File: config.mk
export PLATFORM = sky130hd
export DESIGN_NAME = integer_to_roman_numeral
export DESIGN_NICKNAME = d
export VERILOG_FILES = /design/src/hdl/i2r_pkg.sv /design/src/hdl/integer_to_roman_numeral.sv
export SDC_FILE = /design/constraint.sdc
export NUM_CORES = 1
export LEC_CHECK = 0
export BUFFER_PORTS_ARGS = -buffer_cell sky130_fd_sc_hd__buf_4
export CAP_MARGIN = 20
export CORE_ASPECT_RATIO = 1.5
export CORE_MARGIN = 2
export CORE_UTILIZATION = 64
export DETAILED_ROUTE_END_ITERATION = 10
export HOLD_SLACK_MARGIN = 0.08
export PLACE_DENSITY = 0.83
export SKIP_LAST_GASP = 1
export SLEW_MARGIN = 30
export SYNTH_ARGS = -nofsm -noshare
export SYNTH_HDL_FRONTEND = slang
export SYNTH_SLANG_ARGS = --single-unit
export TNS_END_PERCENT = 30
File: constraint.sdc
create_clock -name clk_i -period 9.15 [get_ports clk_i]
set_input_delay 1.83 -clock clk_i [delete_from_list [all_inputs] [get_ports clk_i]]
set_output_delay 1.83 -clock clk_i [all_outputs]
set_load 0.01 [all_outputs]
File: src/hdl/i2r_pkg.sv
// Package: numeral step table and letter codes for the integer to Roman numeral block.
package i2r_pkg;

  localparam int unsigned NumW    = 12;
  localparam int unsigned LetterW = 7;
  localparam int unsigned IdxW    = 4;

  localparam logic [NumW-1:0] NumMax = 12'd3999;

  localparam logic [LetterW-1:0] ChM = 7'h4D;
  localparam logic [LetterW-1:0] ChD = 7'h44;
  localparam logic [LetterW-1:0] ChC = 7'h43;
  localparam logic [LetterW-1:0] ChL = 7'h4C;
  localparam logic [LetterW-1:0] ChX = 7'h58;
  localparam logic [LetterW-1:0] ChV = 7'h56;
  localparam logic [LetterW-1:0] ChI = 7'h49;
  localparam logic [LetterW-1:0] ChNone = 7'h00;

  typedef struct packed {
    logic [NumW-1:0]    weight;
    logic [LetterW-1:0] first;
    logic [LetterW-1:0] second;
    logic               pair;
  } step_t;

  typedef enum logic [1:0] {
    StIdle = 2'b01,
    StRun  = 2'b10
  } state_e;

  function automatic step_t step_lookup(input logic [IdxW-1:0] idx);
    step_t s;
    s = '{weight: 12'd1, first: ChI, second: ChNone, pair: 1'b0};
    case (idx)
      4'd0:  s = '{weight: 12'd1000, first: ChM, second: ChNone, pair: 1'b0};
      4'd1:  s = '{weight: 12'd900,  first: ChC, second: ChM,    pair: 1'b1};
      4'd2:  s = '{weight: 12'd500,  first: ChD, second: ChNone, pair: 1'b0};
      4'd3:  s = '{weight: 12'd400,  first: ChC, second: ChD,    pair: 1'b1};
      4'd4:  s = '{weight: 12'd100,  first: ChC, second: ChNone, pair: 1'b0};
      4'd5:  s = '{weight: 12'd90,   first: ChX, second: ChC,    pair: 1'b1};
      4'd6:  s = '{weight: 12'd50,   first: ChL, second: ChNone, pair: 1'b0};
      4'd7:  s = '{weight: 12'd40,   first: ChX, second: ChL,    pair: 1'b1};
      4'd8:  s = '{weight: 12'd10,   first: ChX, second: ChNone, pair: 1'b0};
      4'd9:  s = '{weight: 12'd9,    first: ChI, second: ChX,    pair: 1'b1};
      4'd10: s = '{weight: 12'd5,    first: ChV, second: ChNone, pair: 1'b0};
      4'd11: s = '{weight: 12'd4,    first: ChI, second: ChV,    pair: 1'b1};
      4'd12: s = '{weight: 12'd1,    first: ChI, second: ChNone, pair: 1'b0};
      default: s = '{weight: 12'd1,  first: ChI, second: ChNone, pair: 1'b0};
    endcase
    return s;
  endfunction

endpackage

File: src/hdl/integer_to_roman_numeral.sv
// Top level: converts a 12-bit integer into a serial run of Roman numeral ASCII letters.
//
// Usage: drive number_i and pulse start_i while busy_o is low; the word is
// taken at that clock edge and, for a nonzero word, busy_o rises until the
// numeral is finished. Each letter appears on letter_o for one cycle with
// strobe_o high; last_o marks the final letter. A zero input gives one word
// with empty_res_o and last_o set and letter_o zero. Inputs above 3999 are
// clamped to 3999. Conversion is greedy over a 13-entry step table (1000,
// 900, ... 4, 1) with one shared compare/subtract unit: each cycle either
// emits one letter or moves to the next table entry. Letters are registered
// before they reach letter_o; a new word is taken only once the numeral is
// finished and busy_o is low. The receiver cannot stall; every strobe is a
// delivered word. Reset clears the sequencer and the strobe; the block is
// idle and ready right after reset.
module integer_to_roman_numeral (
  input  logic        clk_i,
  input  logic        rst_ni,
  input  logic        start_i,
  input  logic [11:0] number_i,
  output logic        busy_o,
  output logic        strobe_o,
  output logic [6:0]  letter_o,
  output logic        last_o,
  output logic        empty_res_o
);

  i2r_pkg::state_e               state_q, state_d;
  logic [i2r_pkg::NumW-1:0]      value_q, value_d;
  logic [i2r_pkg::IdxW-1:0]      idx_q, idx_d;
  logic                          half_q, half_d;
  logic                          strobe_q, strobe_d;
  logic [i2r_pkg::LetterW-1:0]   letter_q, letter_d;
  logic                          last_q, last_d;
  logic                          empty_q, empty_d;

  i2r_pkg::step_t                step;
  logic                          fits;
  logic [i2r_pkg::NumW-1:0]      diff;

  assign step = i2r_pkg::step_lookup(idx_q);
  assign fits = (value_q >= step.weight);
  assign diff = value_q - step.weight;

  always_comb begin
    state_d  = state_q;
    value_d  = value_q;
    idx_d    = idx_q;
    half_d   = half_q;
    strobe_d = 1'b0;
    letter_d = letter_q;
    last_d   = last_q;
    empty_d  = empty_q;
    case (state_q)
      i2r_pkg::StIdle: begin
        if (start_i) begin
          idx_d  = '0;
          half_d = 1'b0;
          if (number_i == '0) begin
            strobe_d = 1'b1;
            letter_d = i2r_pkg::ChNone;
            last_d   = 1'b1;
            empty_d  = 1'b1;
          end else begin
            value_d = (number_i > i2r_pkg::NumMax) ? i2r_pkg::NumMax : number_i;
            state_d = i2r_pkg::StRun;
          end
        end
      end
      i2r_pkg::StRun: begin
        empty_d = 1'b0;
        if (half_q) begin
          // second letter of a subtractive pair
          strobe_d = 1'b1;
          letter_d = step.second;
          last_d   = (diff == '0);
          value_d  = diff;
          half_d   = 1'b0;
          if (diff == '0) state_d = i2r_pkg::StIdle;
        end else if (fits) begin
          strobe_d = 1'b1;
          letter_d = step.first;
          if (step.pair) begin
            last_d = 1'b0;
            half_d = 1'b1;
          end else begin
            last_d  = (diff == '0);
            value_d = diff;
            if (diff == '0) state_d = i2r_pkg::StIdle;
          end
        end else begin
          idx_d = idx_q + i2r_pkg::IdxW'(1);
        end
      end
      default: state_d = i2r_pkg::StIdle;
    endcase
  end

  always_ff @(posedge clk_i or negedge rst_ni) begin
    if (!rst_ni) begin
      state_q  <= i2r_pkg::StIdle;
      strobe_q <= 1'b0;
      half_q   <= 1'b0;
    end else begin
      state_q  <= state_d;
      strobe_q <= strobe_d;
      half_q   <= half_d;
    end
  end

  always_ff @(posedge clk_i) begin
    value_q  <= value_d;
    idx_q    <= idx_d;
    letter_q <= letter_d;
    last_q   <= last_d;
    empty_q  <= empty_d;
  end

  assign busy_o      = (state_q != i2r_pkg::StIdle);
  assign strobe_o    = strobe_q;
  assign letter_o    = letter_q;
  assign last_o      = last_q;
  assign empty_res_o = empty_q;

endmodule
==> impl_metrics.yaml <==
route:
  detail_route.wirelength_um: 6720
  wl_met1_um: 2560
  dr.pass1.iters: 4
  wl_per_cell_um: 18.1
  routed-via-count: 2372
  post-route-drc-count: 0
  top_layer: "met4"
  drt-initial-drc-count: 143
  antenna_left: 0
  drt-vias-per-instance: 6.39
  dr_wl_met2_um: 3640
  wl_met3_um: 196
finish:
  final_nets: 358
  area_delta_synth_final_pct: 8.65
  diodes: 0
  fill_cells: 342
  drive_above_1_share_pct: 14.9
worst_setup_path:
  start_kind: "input port"
  cp_max_fo: 10
  crit_arrival_ns: 4.43
  worst_r2r_path_depth: 10
  required_ns: 9.32
  reg2reg_setup_slack_ns: 5.18
  crit_type: "in2reg"
  critPathCaptureType: "flop"
min_path:
  hold_path_depth: 2
  min_path_type: "reg2reg"
placed_design:
  place_congestion: 0.891
  dpl.hpwl_um: 5190
  io_buffers: 24
logic_synthesis:
  syn_inst: 306
  ys_async_sr_fraction_pct: 8.33
  ys_ff_latch: 48
  syn-num-nets: 342
  yosysMostFrequentCell: "nor2_1"
  yosys.area.top_type: "edfxtp_1"
  yosysWarningCount: 0
  synth_common_cells: "nor2_1, edfxtp_1, inv_1"
  yosys.area.top_type_share_pct: 24.6
  yosysSeqAreaShare_pct: 41.6
  synth_edf_count: 24
  synth.avg_cell_area_um2: 9.59
  synth_cell_types: 65
  yosys_most_used_dff: "edfxtp_1"
  synth_area_leaders: "edfxtp_1, dfxtp_1, ha_1, mux2i_1, nor2_1"
  syn_area_mm2: 0.00294
timing:
  period_share_pct: 46.5
  rsz0062_at_grt: "no"
  hold_viol: 0
  period_needed_ns: 4.26
  finalClockSkew_ns: 0.00538
  setup_viol: 0
  worst_slew_pin_slew_ns: 0.924
  drv_slew: 0
  tns_ns: 0
  max-slew-margin-rel_pct: 38.4
  fmaxAchievable_mhz: 235
clock_tree:
  numCtsBuffers: 5
  cts_resized: 0
  cts_buffer_depth: 2
  clkLatencyLatePin_ns: 0.31
  cts_hold_buffers: 0
  cts_tree: "yes"
  clkTransAtPathRegs_ns: 0.09
  h-tree-depth: 2
  cts_setup_buffers: 0
  cts_sinks: 48
  root_buffer: "clkbuf_8"
global_route:
  grt_usage_pct: 27.6
  grt_max_degree: 27
  grt-ovfl-total: 0
  grt_pass1_vias: 2408
  grt_pass1_wl_um: 10500
  antenna_found_initial: 0
die:
  fp.dieH_um: 86.9
  coreArea_mm2: 0.00447
  ios: 26
  die_width_um: 59.3
  die-area_mm2: 0.00516
  start_util_pct: 65.7
  rows: 30
outcome:
  status: "finished, final reports clean"
flow_run:
  drv_cap: 0
[registers in the layout (all words and copies together), names as in the netlist]
register,flops
letter_o,6
step,20
strobe_o,1
value_q,12
half_q,1
state_q,2
last_o,1
empty_res_o,1
idx_q,4
[stage by stage]
| stage | worst slack, ns | util, % | cells | area, µm² | hold slack, ns |
|---|---|---|---|---|---|
| 2_1_floorplan | 5.11 | - | 306 | 2940 | 0.443 |
| 3_3_place_gp | 4.76 | 69.2 | 363 | 3090 | 0.479 |
| 3_5_place_dp | 4.64 | 69.2 | 363 | 3090 | 0.504 |
| 4_1_cts | 4.96 | 71.4 | 371 | 3190 | 0.517 |
| 5_1_grt | 4.64 | 71.4 | 371 | 3190 | 0.550 |
| 6_report | 4.89 | 71.4 | 371 | 3190 | 0.516 |
[logic make-up after synthesis]
| group | share of synthesized area [%] |
|---|---|
| adders and majority gates | 9.21 |
| buffers and inverters | 6.01 |
| and+or+nand+nor | 16.6 |
| AOI/OAI and AO/OA | 17.8 |
| muxes | 5.63 |
| other | 0.128 |
| DFF | 41.6 |
| xor gates and xnor gates | 2.98 |
[placed cells by master (no fill, tap or decap), types with 5 or more instances in the layout]
cell type / instances
nand2_1: 18
nor3_1: 5
o21ai_0: 13
inv_1: 22
xnor2_1: 5
buf_4: 25
ha_1: 20
dfxtp_1: 20
a22o_1: 5
nand3_1: 6
edfxtp_1: 24
clkbuf_8: 6
nor2_1: 32
a21oi_1: 17
o221ai_1: 5
nand4_1: 6
xor2_1: 5
mux2i_1: 12
[worst max-delay path, stage by stage]
cell      delay, ns
buf_4          0.09
inv_1          0.05
nand2_1        0.06
o21ai_1        0.23
or3_1          0.53
o221ai_1       0.64
inv_1          0.24
ha_1           0.31
o211ai_1       0.12
a21boi_0       0.22
o22ai_1        0.10
[path summary, 6_finish.rpt]
kind                                        start                     end
max reg2reg                state_q[0]$_DFFE_PN1P_        step[18]$_DFF_P_
min in group asynchronous                  rst_ni  state_q[1]$_DFFE_PN0P_
max in group asynchronous                  rst_ni  state_q[0]$_DFFE_PN1P_
min                        state_q[0]$_DFFE_PN1P_  state_q[0]$_DFFE_PN1P_
min reg2reg                state_q[0]$_DFFE_PN1P_  state_q[0]$_DFFE_PN1P_
max                                       start_i        step[18]$_DFF_P_
[metal layers]
layer / track usage, % / up-vias
met5: 0 / -
met4: 15.9 / 0
met3: 4.16 / 27
met2: 52.3 / 60
met1: 26.8 / 1135
li1: - / 1150
[layout make-up]
| type | instances | area, µm² | area share, % |
|---|---|---|---|
| clock buffers | 6 | 82.6 | 2.59 |
| clock inverters | 2 | 13.8 | 0.432 |
| inverters | 23 | 86.3 | 2.71 |
| multi-input cells | 219 | 1540 | 48.2 |
| flip-flops and latches | 48 | 1220 | 38.3 |
| well taps | 48 | 60.1 | 1.88 |
| repair buffers | 25 | 188 | 5.88 |
Power is not shown: default switching activity piles up to over one toggle a cycle in this logic, so the estimate is an artifact.
